==> config.mk <==
export PLATFORM = sky130hd
export DESIGN_NAME = fixed_point_sparsemax_core_flat
export DESIGN_NICKNAME = d
export VERILOG_FILES = /design/src/hdl/fxsm_pkg.sv /design/src/hdl/fxsm_if.sv /design/src/hdl/fxsm_div.sv /design/src/hdl/fxsm_dpath.sv /design/src/hdl/fxsm_ctrl.sv /design/src/hdl/fixed_point_sparsemax_core.sv /design/src/flat_wrapper.sv
export SDC_FILE = /design/constraint.sdc
export NUM_CORES = 2
export LEC_CHECK = 0
export ABC_AREA = 1
export BUFFER_PORTS_ARGS = -buffer_cell sky130_fd_sc_hd__buf_2
export CORE_MARGIN = 2
export CORE_UTILIZATION = 40
export CTS_CLUSTER_SIZE = 14
export DETAILED_ROUTE_END_ITERATION = 8
export GPL_ROUTABILITY_DRIVEN = 0
export GPL_TIMING_DRIVEN = 0
export PLACE_DENSITY = 0.57
export SLEW_MARGIN = 10
export SYNTH_ARGS = -nofsm -noshare
export SYNTH_HDL_FRONTEND = slang
export SYNTH_HIERARCHICAL = 1
export SYNTH_SLANG_ARGS = --single-unit
==> constraint.sdc <==
create_clock -name clk_i -period 8 [get_ports clk_i]
set_input_delay 1.6 -clock clk_i [delete_from_list [all_inputs] [get_ports clk_i]]
set_output_delay 1.6 -clock clk_i [all_outputs]
set_load 0.1 [all_outputs]
==> src/hdl/fxsm_pkg.sv <==
// ----------------------------------------------------------------------------
// fxsm_pkg: shared constants and types of the fixed-point sparsemax core
// Sizes, the reset value of the format register, and the command and
// status groups between the controller and the datapath.
// ----------------------------------------------------------------------------
package fxsm_pkg;

  localparam int MaxLen  = 16;
  localparam int IdxW    = $clog2(MaxLen);
  localparam int CntW    = $clog2(MaxLen + 1);
  localparam int DataW   = 16;
  localparam int FracW   = 4;
  localparam int ProdW   = 2 * DataW;
  localparam int NumW    = 2 * DataW;
  localparam int DenW    = DataW + 1;
  localparam int DivCntW = $clog2(NumW + 1);

  localparam logic [FracW-1:0] FracReset = FracW'(10);

  // controller to datapath
  typedef struct packed {
    logic            load;
    logic            rank_wr;
    logic            scan_clr;
    logic            scan_mul;
    logic            scan_acc;
    logic            set_k;
    logic [CntW-1:0] k_val;
    logic            sorted_rd;
    logic            div_start;
    logic            emit;
    logic            clear_count;
    logic [CntW-1:0] idx;
  } cmd_t;

  // datapath to controller
  typedef struct packed {
    logic [CntW-1:0] count;
    logic            scan_fail;
    logic            div_done;
    logic            out_free;
  } stat_t;

endpackage

==> src/hdl/fxsm_if.sv <==
// ----------------------------------------------------------------------------
// fxsm_if: handshake channels of the sparsemax core
// Element input, result output and format register write channels.
// ----------------------------------------------------------------------------
interface fxsm_in_if;
  logic                              valid;
  logic                              ready;
  logic signed [fxsm_pkg::DataW-1:0] element;
  logic                              final_element;
  modport source (output valid, output element, output final_element, input ready);
  modport sink   (input valid, input element, input final_element, output ready);
endinterface

interface fxsm_out_if;
  logic                              valid;
  logic                              ready;
  logic signed [fxsm_pkg::DataW-1:0] projected;
  logic        [fxsm_pkg::IdxW-1:0]  position;
  logic                              last_result;
  modport source (output valid, output projected, output position, output last_result,
                  input ready);
  modport sink   (input valid, input projected, input position, input last_result,
                  output ready);
endinterface

interface fxsm_cfg_if;
  logic                       valid;
  logic                       ready;
  logic [fxsm_pkg::FracW-1:0] frac_bits;
  modport source (output valid, output frac_bits, input ready);
  modport sink   (input valid, input frac_bits, output ready);
endinterface

==> src/hdl/fxsm_div.sv <==
// ----------------------------------------------------------------------------
// fxsm_div: restoring divider of unsigned magnitudes
// One quotient bit per cycle; done pulses once the last bit is in.
// ----------------------------------------------------------------------------
module fxsm_div (
  input  logic                     clk_i,
  input  logic                     rst_ni,
  input  logic                     start_i,
  input  logic [fxsm_pkg::NumW-1:0] num_i,
  input  logic [fxsm_pkg::DenW-1:0] den_i,
  output logic                     done_o,
  output logic [fxsm_pkg::NumW-1:0] quo_o
);
  import fxsm_pkg::*;

  logic [DivCntW-1:0] cnt_q, cnt_d;
  logic               done_q, done_d;
  logic [DenW-1:0]    rem_q, rem_d, den_q, den_d;
  logic [NumW-1:0]    quo_q, quo_d;
  logic [DenW:0]      shifted;
  logic [DenW:0]      trial;

  // shift in one dividend bit and try the subtract
  always_comb begin
    shifted = {rem_q, quo_q[NumW-1]};
    trial   = shifted - {1'b0, den_q};
    cnt_d   = cnt_q;
    done_d  = 1'b0;
    rem_d   = rem_q;
    quo_d   = quo_q;
    den_d   = den_q;
    if (start_i) begin
      cnt_d = DivCntW'(NumW);
      rem_d = '0;
      quo_d = num_i;
      den_d = den_i;
    end else if (cnt_q != '0) begin
      cnt_d = cnt_q - DivCntW'(1);
      done_d = (cnt_q == DivCntW'(1));
      if (!trial[DenW]) begin
        rem_d = trial[DenW-1:0];
        quo_d = {quo_q[NumW-2:0], 1'b1};
      end else begin
        rem_d = shifted[DenW-1:0];
        quo_d = {quo_q[NumW-2:0], 1'b0};
      end
    end
  end

  always_ff @(posedge clk_i or negedge rst_ni) begin
    if (!rst_ni) begin
      cnt_q  <= '0;
      done_q <= 1'b0;
    end else begin
      cnt_q  <= cnt_d;
      done_q <= done_d;
    end
  end

  always_ff @(posedge clk_i) begin
    rem_q <= rem_d;
    quo_q <= quo_d;
    den_q <= den_d;
  end

  assign done_o = done_q;
  assign quo_o  = quo_q;

endmodule

==> src/hdl/fxsm_dpath.sv <==
// ----------------------------------------------------------------------------
// fxsm_dpath: storage and arithmetic of the sparsemax core
// Element store, rank sort, support scan, threshold divide and the
// output register.
// ----------------------------------------------------------------------------
module fxsm_dpath (
  input  logic                       clk_i,
  input  logic                       rst_ni,
  input  fxsm_pkg::cmd_t             cmd_i,
  output fxsm_pkg::stat_t            stat_o,
  input  logic signed [fxsm_pkg::DataW-1:0] element_i,
  input  logic                       cfg_we_i,
  input  logic [fxsm_pkg::FracW-1:0] cfg_frac_i,
  input  logic                       out_ready_i,
  output logic                       out_valid_o,
  output logic signed [fxsm_pkg::DataW-1:0] projected_o,
  output logic [fxsm_pkg::IdxW-1:0]  position_o,
  output logic                       last_result_o
);
  import fxsm_pkg::*;

  logic signed [DataW-1:0] val_q [MaxLen];
  logic [IdxW-1:0]         ord_q [MaxLen];
  logic [CntW-1:0]         count_q;
  logic [FracW-1:0]        frac_q;
  logic [DataW-1:0]        sum_q, sum_new_q;
  logic signed [ProdW-1:0] prod_q;
  logic [CntW-1:0]         k_q;
  logic [DataW-1:0]        tau_q;
  logic                    neg_q, bzero_q;
  logic                    out_valid_q;
  logic [DataW-1:0]        proj_q;
  logic [IdxW-1:0]         pos_q;
  logic                    last_q;

  logic [IdxW-1:0]         rd_addr;
  logic signed [DataW-1:0] rd_val;
  logic [MaxLen-1:0]       ahead;
  logic [IdxW-1:0]         rank;
  logic [DataW-1:0]        one;
  logic [CntW-1:0]         step_n;
  logic [DataW-1:0]        kf;
  logic signed [ProdW-1:0] prod;
  logic signed [ProdW-1:0] mul_sh;
  logic [DataW-1:0]        coord;
  logic [DataW-1:0]        dvd;
  logic [DataW-1:0]        dvs;
  logic signed [NumW-1:0]  num_s;
  logic [NumW-1:0]         num_mag;
  logic signed [DenW-1:0]  den_s;
  logic [DenW-1:0]         den_mag;
  logic                    div_done;
  logic [NumW-1:0]         quo;
  logic [DataW-1:0]        diff;
  logic                    out_free;

  // read one element, in arrival or sorted order
  assign rd_addr = cmd_i.sorted_rd ? ord_q[cmd_i.idx[IdxW-1:0]] : cmd_i.idx[IdxW-1:0];
  assign rd_val  = val_q[rd_addr];

  // rank: elements that sort ahead of the one read
  always_comb begin
    for (int j = 0; j < MaxLen; j++) begin
      ahead[j] = (CntW'(j) < count_q) &&
                 ((val_q[j] > rd_val) || ((val_q[j] == rd_val) && (CntW'(j) < cmd_i.idx)));
    end
  end
  assign rank = IdxW'($countones(ahead));

  // support test terms
  assign one    = DataW'(1) << frac_q;
  assign step_n = cmd_i.idx + CntW'(1);
  assign kf     = DataW'(step_n) << frac_q;
  assign prod   = $signed(kf) * rd_val;
  assign mul_sh = prod_q >>> frac_q;
  assign coord  = one + mul_sh[DataW-1:0];

  // threshold operands as magnitudes
  assign dvd     = sum_q - one;
  assign dvs     = DataW'(k_q) << frac_q;
  assign num_s   = NumW'($signed(dvd)) <<< frac_q;
  assign num_mag = num_s[NumW-1] ? NumW'(-num_s) : NumW'(num_s);
  assign den_s   = DenW'($signed(dvs));
  assign den_mag = den_s[DenW-1] ? DenW'(-den_s) : DenW'(den_s);

  fxsm_div u_div (
    .clk_i   (clk_i),
    .rst_ni  (rst_ni),
    .start_i (cmd_i.div_start),
    .num_i   (num_mag),
    .den_i   (den_mag),
    .done_o  (div_done),
    .quo_o   (quo)
  );

  assign diff     = rd_val - tau_q;
  assign out_free = !out_valid_q || out_ready_i;

  // control registers
  always_ff @(posedge clk_i or negedge rst_ni) begin
    if (!rst_ni) begin
      count_q     <= '0;
      frac_q      <= FracReset;
      out_valid_q <= 1'b0;
    end else begin
      if (cfg_we_i) begin
        frac_q <= cfg_frac_i;
      end
      if (cmd_i.clear_count) begin
        count_q <= '0;
      end else if (cmd_i.load && (count_q < CntW'(MaxLen))) begin
        count_q <= count_q + CntW'(1);
      end
      if (cmd_i.emit) begin
        out_valid_q <= 1'b1;
      end else if (out_ready_i) begin
        out_valid_q <= 1'b0;
      end
    end
  end

  // payload registers
  always_ff @(posedge clk_i) begin
    if (cmd_i.load && (count_q < CntW'(MaxLen))) begin
      val_q[count_q[IdxW-1:0]] <= element_i;
    end
    if (cmd_i.rank_wr) begin
      ord_q[rank] <= cmd_i.idx[IdxW-1:0];
    end
    if (cmd_i.scan_clr) begin
      sum_q <= '0;
    end else if (cmd_i.scan_acc) begin
      sum_q <= sum_new_q;
    end
    if (cmd_i.scan_mul) begin
      prod_q    <= prod;
      sum_new_q <= sum_q + rd_val;
    end
    if (cmd_i.set_k) begin
      k_q <= cmd_i.k_val;
    end
    if (cmd_i.div_start) begin
      neg_q   <= num_s[NumW-1] ^ dvs[DataW-1];
      bzero_q <= (dvs == '0);
    end
    if (div_done) begin
      tau_q <= bzero_q ? '0 : (neg_q ? DataW'(-quo[DataW-1:0]) : quo[DataW-1:0]);
    end
    if (cmd_i.emit) begin
      proj_q <= diff[DataW-1] ? '0 : diff;
      pos_q  <= cmd_i.idx[IdxW-1:0];
      last_q <= (step_n == count_q);
    end
  end

  assign stat_o.count     = count_q;
  assign stat_o.scan_fail = ($signed(coord) <= $signed(sum_new_q));
  assign stat_o.div_done  = div_done;
  assign stat_o.out_free  = out_free;

  assign out_valid_o   = out_valid_q;
  assign projected_o   = proj_q;
  assign position_o    = pos_q;
  assign last_result_o = last_q;

endmodule

==> src/hdl/fxsm_ctrl.sv <==
// ----------------------------------------------------------------------------
// fxsm_ctrl: sequencer of the sparsemax core
// Steps load, rank sort, support scan, divide and emit over the datapath.
// ----------------------------------------------------------------------------
module fxsm_ctrl (
  input  logic            clk_i,
  input  logic            rst_ni,
  input  logic            in_valid_i,
  input  logic            in_final_i,
  output logic            in_ready_o,
  input  fxsm_pkg::stat_t stat_i,
  output fxsm_pkg::cmd_t  cmd_o
);
  import fxsm_pkg::*;

  typedef enum logic [2:0] {
    StLoad, StRank, StScanMul, StScanCmp, StDivStart, StDivWait, StEmit
  } state_e;

  state_e          state_q, state_d;
  logic [CntW-1:0] idx_q, idx_d;
  logic            idx_last;

  assign idx_last = ((idx_q + CntW'(1)) == stat_i.count);

  // next state and commands
  always_comb begin
    state_d    = state_q;
    idx_d      = idx_q;
    in_ready_o = 1'b0;
    cmd_o      = '0;
    cmd_o.idx  = idx_q;
    case (state_q)
      StLoad: begin
        in_ready_o = 1'b1;
        cmd_o.load = in_valid_i;
        if (in_valid_i && in_final_i) begin
          idx_d   = '0;
          state_d = StRank;
        end
      end
      StRank: begin
        cmd_o.rank_wr = 1'b1;
        if (idx_last) begin
          cmd_o.scan_clr = 1'b1;
          idx_d          = '0;
          state_d        = StScanMul;
        end else begin
          idx_d = idx_q + CntW'(1);
        end
      end
      StScanMul: begin
        cmd_o.sorted_rd = 1'b1;
        cmd_o.scan_mul  = 1'b1;
        state_d         = StScanCmp;
      end
      StScanCmp: begin
        if (stat_i.scan_fail) begin
          cmd_o.set_k = 1'b1;
          cmd_o.k_val = idx_q;
          state_d     = StDivStart;
        end else begin
          cmd_o.scan_acc = 1'b1;
          if (idx_last) begin
            cmd_o.set_k = 1'b1;
            cmd_o.k_val = stat_i.count;
            state_d     = StDivStart;
          end else begin
            idx_d   = idx_q + CntW'(1);
            state_d = StScanMul;
          end
        end
      end
      StDivStart: begin
        cmd_o.div_start = 1'b1;
        state_d         = StDivWait;
      end
      StDivWait: begin
        if (stat_i.div_done) begin
          idx_d   = '0;
          state_d = StEmit;
        end
      end
      StEmit: begin
        if (stat_i.out_free) begin
          cmd_o.emit = 1'b1;
          if (idx_last) begin
            cmd_o.clear_count = 1'b1;
            state_d           = StLoad;
          end else begin
            idx_d = idx_q + CntW'(1);
          end
        end
      end
      default: begin
        state_d = StLoad;
      end
    endcase
  end

  always_ff @(posedge clk_i or negedge rst_ni) begin
    if (!rst_ni) begin
      state_q <= StLoad;
      idx_q   <= '0;
    end else begin
      state_q <= state_d;
      idx_q   <= idx_d;
    end
  end

endmodule

==> src/hdl/fixed_point_sparsemax_core.sv <==
// ----------------------------------------------------------------------------
// fixed_point_sparsemax_core: streamed fixed-point sparsemax
// Top level joining the sequencer and the datapath to the channels.
// ----------------------------------------------------------------------------
// Elements load one beat per cycle; the beat flagged final_element closes
// the vector (up to 16 elements kept, the rest dropped). Processing then
// rank-sorts the elements, runs the support test over them in sorted
// order (multiply, then compare, per element; it stops at the first that
// fails), starts and runs the one-bit-a-cycle threshold divider, and
// sends one output beat per element at one per cycle while the sink is
// ready. Results come in arrival order with last_result on the final one;
// input is refused from the final beat until the last result is in the
// output register. frac_bits is written through the cfg channel, which
// is always ready, and resets to 10.
module fixed_point_sparsemax_core (
  input logic         clk_i,
  input logic         rst_ni,
  fxsm_in_if.sink     in_i,
  fxsm_out_if.source  out_o,
  fxsm_cfg_if.sink    cfg_i
);
  import fxsm_pkg::*;

  cmd_t  cmd;
  stat_t stat;

  assign cfg_i.ready = 1'b1;

  fxsm_ctrl u_ctrl (
    .clk_i      (clk_i),
    .rst_ni     (rst_ni),
    .in_valid_i (in_i.valid),
    .in_final_i (in_i.final_element),
    .in_ready_o (in_i.ready),
    .stat_i     (stat),
    .cmd_o      (cmd)
  );

  fxsm_dpath u_dpath (
    .clk_i         (clk_i),
    .rst_ni        (rst_ni),
    .cmd_i         (cmd),
    .stat_o        (stat),
    .element_i     (in_i.element),
    .cfg_we_i      (cfg_i.valid),
    .cfg_frac_i    (cfg_i.frac_bits),
    .out_ready_i   (out_o.ready),
    .out_valid_o   (out_o.valid),
    .projected_o   (out_o.projected),
    .position_o    (out_o.position),
    .last_result_o (out_o.last_result)
  );

endmodule
==> src/flat_wrapper.sv <==
// flat-port wrapper written by rule: the top's interface ports become plain ports
module fixed_point_sparsemax_core_flat import fxsm_pkg::*;
  (clk_i, rst_ni, in_i_valid, in_i_element, in_i_final_element, in_i_ready, out_o_valid, out_o_projected, out_o_position, out_o_last_result, out_o_ready, cfg_i_valid, cfg_i_frac_bits, cfg_i_ready);
  fxsm_in_if in_i_i ();
  fxsm_out_if out_o_i ();
  fxsm_cfg_if cfg_i_i ();
  input logic clk_i;
  input logic rst_ni;
  input wire logic [$bits(in_i_i.valid)-1:0] in_i_valid;
  input wire logic [$bits(in_i_i.element)-1:0] in_i_element;
  input wire logic [$bits(in_i_i.final_element)-1:0] in_i_final_element;
  output wire logic [$bits(in_i_i.ready)-1:0] in_i_ready;
  output wire logic [$bits(out_o_i.valid)-1:0] out_o_valid;
  output wire logic [$bits(out_o_i.projected)-1:0] out_o_projected;
  output wire logic [$bits(out_o_i.position)-1:0] out_o_position;
  output wire logic [$bits(out_o_i.last_result)-1:0] out_o_last_result;
  input wire logic [$bits(out_o_i.ready)-1:0] out_o_ready;
  input wire logic [$bits(cfg_i_i.valid)-1:0] cfg_i_valid;
  input wire logic [$bits(cfg_i_i.frac_bits)-1:0] cfg_i_frac_bits;
  output wire logic [$bits(cfg_i_i.ready)-1:0] cfg_i_ready;
  assign in_i_i.valid = in_i_valid;
  assign in_i_i.element = in_i_element;
  assign in_i_i.final_element = in_i_final_element;
  assign in_i_ready = in_i_i.ready;
  assign out_o_valid = out_o_i.valid;
  assign out_o_projected = out_o_i.projected;
  assign out_o_position = out_o_i.position;
  assign out_o_last_result = out_o_i.last_result;
  assign out_o_i.ready = out_o_ready;
  assign cfg_i_i.valid = cfg_i_valid;
  assign cfg_i_i.frac_bits = cfg_i_frac_bits;
  assign cfg_i_ready = cfg_i_i.ready;
  fixed_point_sparsemax_core u_core (.clk_i(clk_i), .rst_ni(rst_ni), .in_i(in_i_i), .out_o(out_o_i), .cfg_i(cfg_i_i));
endmodule
# After elaboration in Yosys (flattened, before gate mapping)
# Memory sizes are Yosys's and may differ from the RTL's.
# Cells that the tools add are included.
[totals]
elab_cells = 245
mem_bits_rw = 320
out_inout_bits = 24
memories = 2
ff_bits = 199
[op_classes]
bitwise = 1
multipliers = 1
n_reduce_logical = 61
shifts = 5
addsub = 26
order_cmp = 50
mux = 47
n_eq_ne = 30
[mem_list]
columns = ["memory", "words", "width", "read_ports", "rd_ports_with_merged_regs", "write_ports", "line_no", "rtl"]
rows = [
  ["u_core.u_dpath.val_q", 16, 16, 17, 0, 1, "fxsm_dpath.sv:22", "logic signed [DataW-1:0] val_q [MaxLen];"],
  ["u_core.u_dpath.ord_q", 16, 4, 1, 0, 1, "fxsm_dpath.sv:23", "logic [IdxW-1:0] ord_q [MaxLen];"],
]
[ops]
columns = ["operator", "count"]
rows = [
  ["== test 16 bit", 16],
  ["> comparator 16 bit", 16],
  ["2-to-1 mux 32 bit", 3],
  ["< comparator 4 x 5 -> 1 bit, first input constant", 16],
  ["< comparator 3 x 5 -> 1 bit, first input constant", 8],
  ["2-to-1 mux 5 bit", 8],
  ["logical AND 1 bit", 34],
  ["adder 16 bit", 2],
  ["multiplier 16 x 16 -> 32 bit", 1],
  ["negation 32 bit", 1],
  ["<< shifter 5 x 4 -> 16 bit", 2],
  ["<<< shifter 16 x 4 -> 32 bit", 1],
  [">>> shifter 32 x 4 -> 16 bit", 1],
  ["subtractor 16 bit", 2],
  ["one-hot mux 5 bit (5 select lines)", 1],
  ["2-to-1 mux 6 bit", 4],
  ["2-to-1 mux 3 bit", 7],
  ["one-hot mux 3 bit (7 select lines)", 1],
  ["< comparator 1 x 5 -> 1 bit, first input constant", 4],
  ["< comparator 2 x 5 -> 1 bit, first input constant", 4],
  ["subtractor 18 x 17 -> 18 bit", 1],
  ["logical OR 1 bit", 17],
  ["2-to-1 mux 17 bit", 1],
  ["negation 16 -> 17 bit", 1],
  ["other kinds (30)", 69],
]

# Logic depth before layout (Yosys ltp)
# An unclocked memory read counts as a cell.
[depth]
depth_word = 12
depth_mapped = 44
ltp_nobuf = 41

# Hierarchy
# The synthesis kept the hierarchy.
[by_module_without_submodules]
columns = ["module", "instances", "seq_area_each_um2", "cells_each", "area_each_um2"]
rows = [
  ["fxsm_dpath", 1, 12884.9, 4695, 40338.7],
  ["fxsm_div", 1, 1986.9, 561, 4287.9],
  ["fxsm_ctrl", 1, 200.2, 163, 924.6],
  ["fixed_point_sparsemax_core", 1, 0.0, 2, 11.3],
]

# Least setup slack after synthesis
# Ideal clock, no wire load.
[synth_timing]
path_kind = "reg-to-reg"
startpoint = "reg u_core.u_ctrl.idx_q[0]"
endpoint = "reg u_core.u_dpath.prod_q[30], data pin"
path_slack_ps = -108
arrival_ps = 7856
synth_period_minus_slack_ps = 8108
path_stages_with_launch = 36
cell_sequence = "dfrtp_1 > buf_6 > or2_2 > o211ai_1 > nand4_1 > nand2_2 > nand3_4 > buf_6 > buf_6 > buf_4 > a21oi_1 > o21ai_0 > nand3_1 > nand3_1 > nand2_1 > buf_2 > nor2_1 > fa_1 > fa_1 > inv_1 > fa_1 > inv_1 > fa_1 > fa_1 > inv_1 > fa_1 > inv_1 > ha_1 > a21oi_1 > o21ai_0 > a2111oi_0 > o21ai_0 > nor2_1 > inv_1 > nand2_1 > nand2_1"
[synth_via]
elab_chain_len = 4
[synth_lines]
columns = ["item", "line_no", "rtl"]
rows = [
  ["start: declaration", "fxsm_ctrl.sv:21", "logic [CntW-1:0] idx_q, idx_d;"],
  ["start signal: assignment", "fxsm_ctrl.sv:107", "idx_q <= idx_d;"],
  ["memory read (16 x 4 bit)", "n/a", ""],
  ["2-to-1 mux 4 bit", "fxsm_dpath.sv:58", "assign rd_addr = cmd_i.sorted_rd ? ord_q[cmd_i.idx[IdxW-1:0]] : cmd_i.idx[IdxW-1:0];"],
  ["memory read (16 x 16 bit)", "n/a", ""],
  ["multiplier 16 x 16 -> 32 bit *", "fxsm_dpath.sv:74", "assign prod = $signed(kf) * rd_val;"],
  ["net u_core.u_dpath.prod[30]", "fxsm_dpath.sv:43", "logic signed [ProdW-1:0] prod;"],
  ["end signal: assignment", "fxsm_dpath.sv:136", "prod_q <= prod;"],
  ["end: declaration", "fxsm_dpath.sv:27", "logic signed [ProdW-1:0] prod_q;"],
]
# The timed path passes the listed nets; every way through them passes the cells marked *.
# A chain may end at the register's enable or synchronous reset.

# Worst setup path in the final report
[layout_timing]
startpoint = "reg u_core.u_ctrl.idx_q[0]"
endpoint = "mem u_core/u_dpath/ord_q[8][1] in the netlist's numbering (enable)"
[layout_via]
elab_chain_len = 11
[layout_lines]
columns = ["item", "line_no", "rtl"]
rows = [
  ["parallel branches: the longest is 10 deep, another holds memory read (16 x 16 bit)", "n/a", ""],
  ["adder 4 bit (not written as such) *", "fxsm_dpath.sv:68", "assign rank = IdxW'($countones(ahead));"],
  ["end: declaration", "fxsm_dpath.sv:23", ""],
]
# Every way passes the cells marked *.

==> impl_metrics.toml <==
[cts]
cts_made_buffers = 66
clockBufferDepth = 3
cts_tree = "yes"
clk_pin_slew_worst_paths_ns = 0.06
cts-root-buf = "clkbuf_16"
cts_hold_buf = 0
cts_sinks = 517
worstSkewPairLatency_ns = 0.67
cts_max_level = 3

[route]
vias = 40560
viasPerCell = 5.529
dr.max_layer_used = "met5"
wl_met3_mm = 13.80
drtAntennaViolNets = 0
first_iter_violations = 3844
drtPass1Iterations = 6
wl_met1_mm = 66.07
drc = 0
wl_met2_mm = 73.09
routed_wl_mm = 160.8
wire_per_inst_um = 21.92

[layout]
layout-drive-gt1-share_pct = 16.35
syn2layout_area_growth_pct = 21.76
fin_nets = 6525

[timing]
skew_ns = 0.05360
whs_ns = 0.4735
drv_slew = 0
period_share_pct = 104.2
rsz0062_at_grt = "true"
worst_pin_slew_ns = 1.130
fmax_mhz = 119.9
setup_slack_ns = -0.3372
slew_headroom_pct = 24.12
setup-violations-final = 74
fin_crit_ns = 8.337
finalHoldViolCount = 0

[synthesis]
synth.distinct_cells = 66
synth-edff-count = 459
async_reset_ff_share_pct = 4.836
synthCells = 5421
ys_ff_latch = 517
synth.avg_cell_area_um2 = 8.405
synth_top_cell_by_area = "edfxtp_1"
synth_top_flop_cell = "edfxtp_1"
synthTopCellsByArea = "edfxtp_1 (30%), ha_1 (12%), fa_1 (12%)"
synth_area_mm2 = 0.04556
synth_common_cells = "nand2_1 (1176), inv_1 (831), edfxtp_1 (459)"
yosysWarnings = 6
yosysSeqAreaShare_pct = 33.08
synth_top_cell_area_share_pct = 30.25
synth.most_common_cell = "nand2_1"

[setup_path]
crit_type = "reg2reg"
max_stage_delay_ns = 0.58
cp-start-kind = "flip-flop"
cp-end-kind = "flip-flop"
worst-path-max-fanout = 6
path_buf_inv = 13
crit_family = "adder cells"
crit_required_ns = 8.35
arrival_ns = 8.69
slowest_stage = "fa_1"

[grt]
grt_pass1_wl_mm = 239.6
grt-ovfl-total = 0
grt_antenna_before_repair = 4
grt_max_degree = 48
grt_pass1_vias = 39430
grt_usage_pct = 27.24

[floorplan]
die_h_um = 341.5
dieArea_mm2 = 0.1166
core_area_mm2 = 0.1128
die_x_um = 341.5
start_util_pct = 40.39
num_rows = 123
io_pins = 50

[flow_run]
cap_violations = 0

[outcome]
status = "finished with violations"
failed_checks = "negative setup slack"

[hold_path]
min_path_type = "reg2reg"

[place]
dp_hpwl_mm = 114.5
io_buffers = 47
[routing by layer]
metal / vias up / GRT usage, %
met5: - / 0
met4: 2 / 12.23
met3: 421 / 4.761
met2: 1763 / 43.57
met1: 19590 / 36.10
li1: 18790 / -
[state kept, by name, summed over array words and instances, names as in the netlist, 6 cells and up]
| signal | cells |
|---|---|
| u_core/u_dpath/prod_q | 31 |
| u_core/u_dpath/u_div/rem_q | 17 |
| u_core/u_dpath/tau_q | 16 |
| u_core/u_dpath/projected_o | 15 |
| u_core/u_dpath/val_q | 256 |
| u_core/u_dpath/ord_q | 64 |
| u_core/u_dpath/sum_new_q | 16 |
| u_core/u_dpath/u_div/den_q | 17 |
| u_core/u_dpath/u_div/cnt_q | 6 |
| u_core/u_dpath/sum_q | 16 |
| u_core/u_dpath/u_div/quo_o | 32 |
[layout make-up]
| class | instances | area, um2 |
|---|---|---|
| clock buffer | 85 | 1764 |
| clock inverter | 34 | 355.3 |
| sequential | 517 | 15080 |
| inverter | 875 | 3387 |
| fill | 10530 | 57330 |
| timing repair buffer | 285 | 2750 |
| antenna | 2 | 5.005 |
| tap | 1500 | 1877 |
| multi-input combinational | 3876 | 28700 |
| buffer | 162 | 1560 |
[worst paths after layout]
check	start	to	slack (ns)	depth (start not counted)
max reg2reg	u_core/u_ctrl/idx_q[0]	u_core/u_dpath/ord_q[8][1]	-0.34	39
min	u_core/u_dpath/u_div/rem_q[12]	u_core/u_dpath/u_div/rem_q[12]	0.47	2
max	u_core/u_ctrl/idx_q[0]	u_core/u_dpath/ord_q[8][1]	-0.34	39
min reg2reg	u_core/u_dpath/u_div/rem_q[12]	u_core/u_dpath/u_div/rem_q[12]	0.47	2
max in group asynchronous	rst_ni	u_core/u_ctrl/idx_q[2]	6.43	1
min in group asynchronous	rst_ni	u_core/u_ctrl/state_q[2]	1.02	1
[stage by stage]
stage	instance area, um2	TNS, ns	instances	utilization (%)	setup WS [ns]
finish	55480	-22.68	7336	49.18	-0.3372
global route	55480	-35.91	7335	49.18	-0.5469
CTS	54570	-12.84	7286	48.38	-0.2375
detailed placement	48020	-216.69	6988	42.57	-3.158
global placement	47690	-218.54	6970	42.28	-3.424
floorplan	45580	0	5423	-	0.05195
[worst register-to-register path: cells and delay by family (launching register included)]
kind,cells,cell delay (ns)
flip-flops,1,0.54
buffers and inverters,13,1.65
adder cells (fa/ha/maj),7,2.91
AND/OR/NAND/NOR,10,1.40
AO/OA/AOI/OAI,8,1.36
XOR/XNOR,1,0.22
[logic make-up (layout without fill, tap and decap cells)]
| family | after synthesis | count (layout) | share of synthesized area [%] |
|---|---|---|---|
| xor+xnor | 135 | 135 | 2.677 |
| compound gates | 674 | 674 | 8.562 |
| other cells | 2 | 6 | 0.01648 |
| fa+ha+maj | 716 | 716 | 24.13 |
| buf+inv | 1039 | 1441 | 9.167 |
| simple gates | 2327 | 2336 | 22.12 |
| flops | 517 | 517 | 33.08 |
| mux | 11 | 11 | 0.2499 |
[what timing repair did]
action | in CTS | in global routing
resized for setup | 634 | 151
pin swaps | 235 | 106
gates cloned | 19 | 0
setup endpoints to repair | 88 | 99
endpoints found under the hold margin | 0 | 0
buffers inserted | 160 | 50
[placed cells by master (no fill, tap or decap), drive strengths merged, types with 11 or more instances in the layout]
cell type / instances
nand2: 1210
inv: 864
edfxtp: 459
nand3: 457
ha: 445
nor2: 443
buf: 391
fa: 271
a21oi: 269
o21ai: 203
clkbuf: 135
nand4: 126
xor2: 73
xnor2: 62
nor3: 55
o211ai: 35
a211oi: 34
dfxtp: 33
clkinv: 31
a31oi: 24
dfrtp: 23
o22ai: 21
o21bai: 16
nor4: 16
o221ai: 14
a221oi: 13
clkinvlp: 11
Power is not shown: default switching activity piles up to over one toggle a cycle in this logic, so the estimate is an artifact.
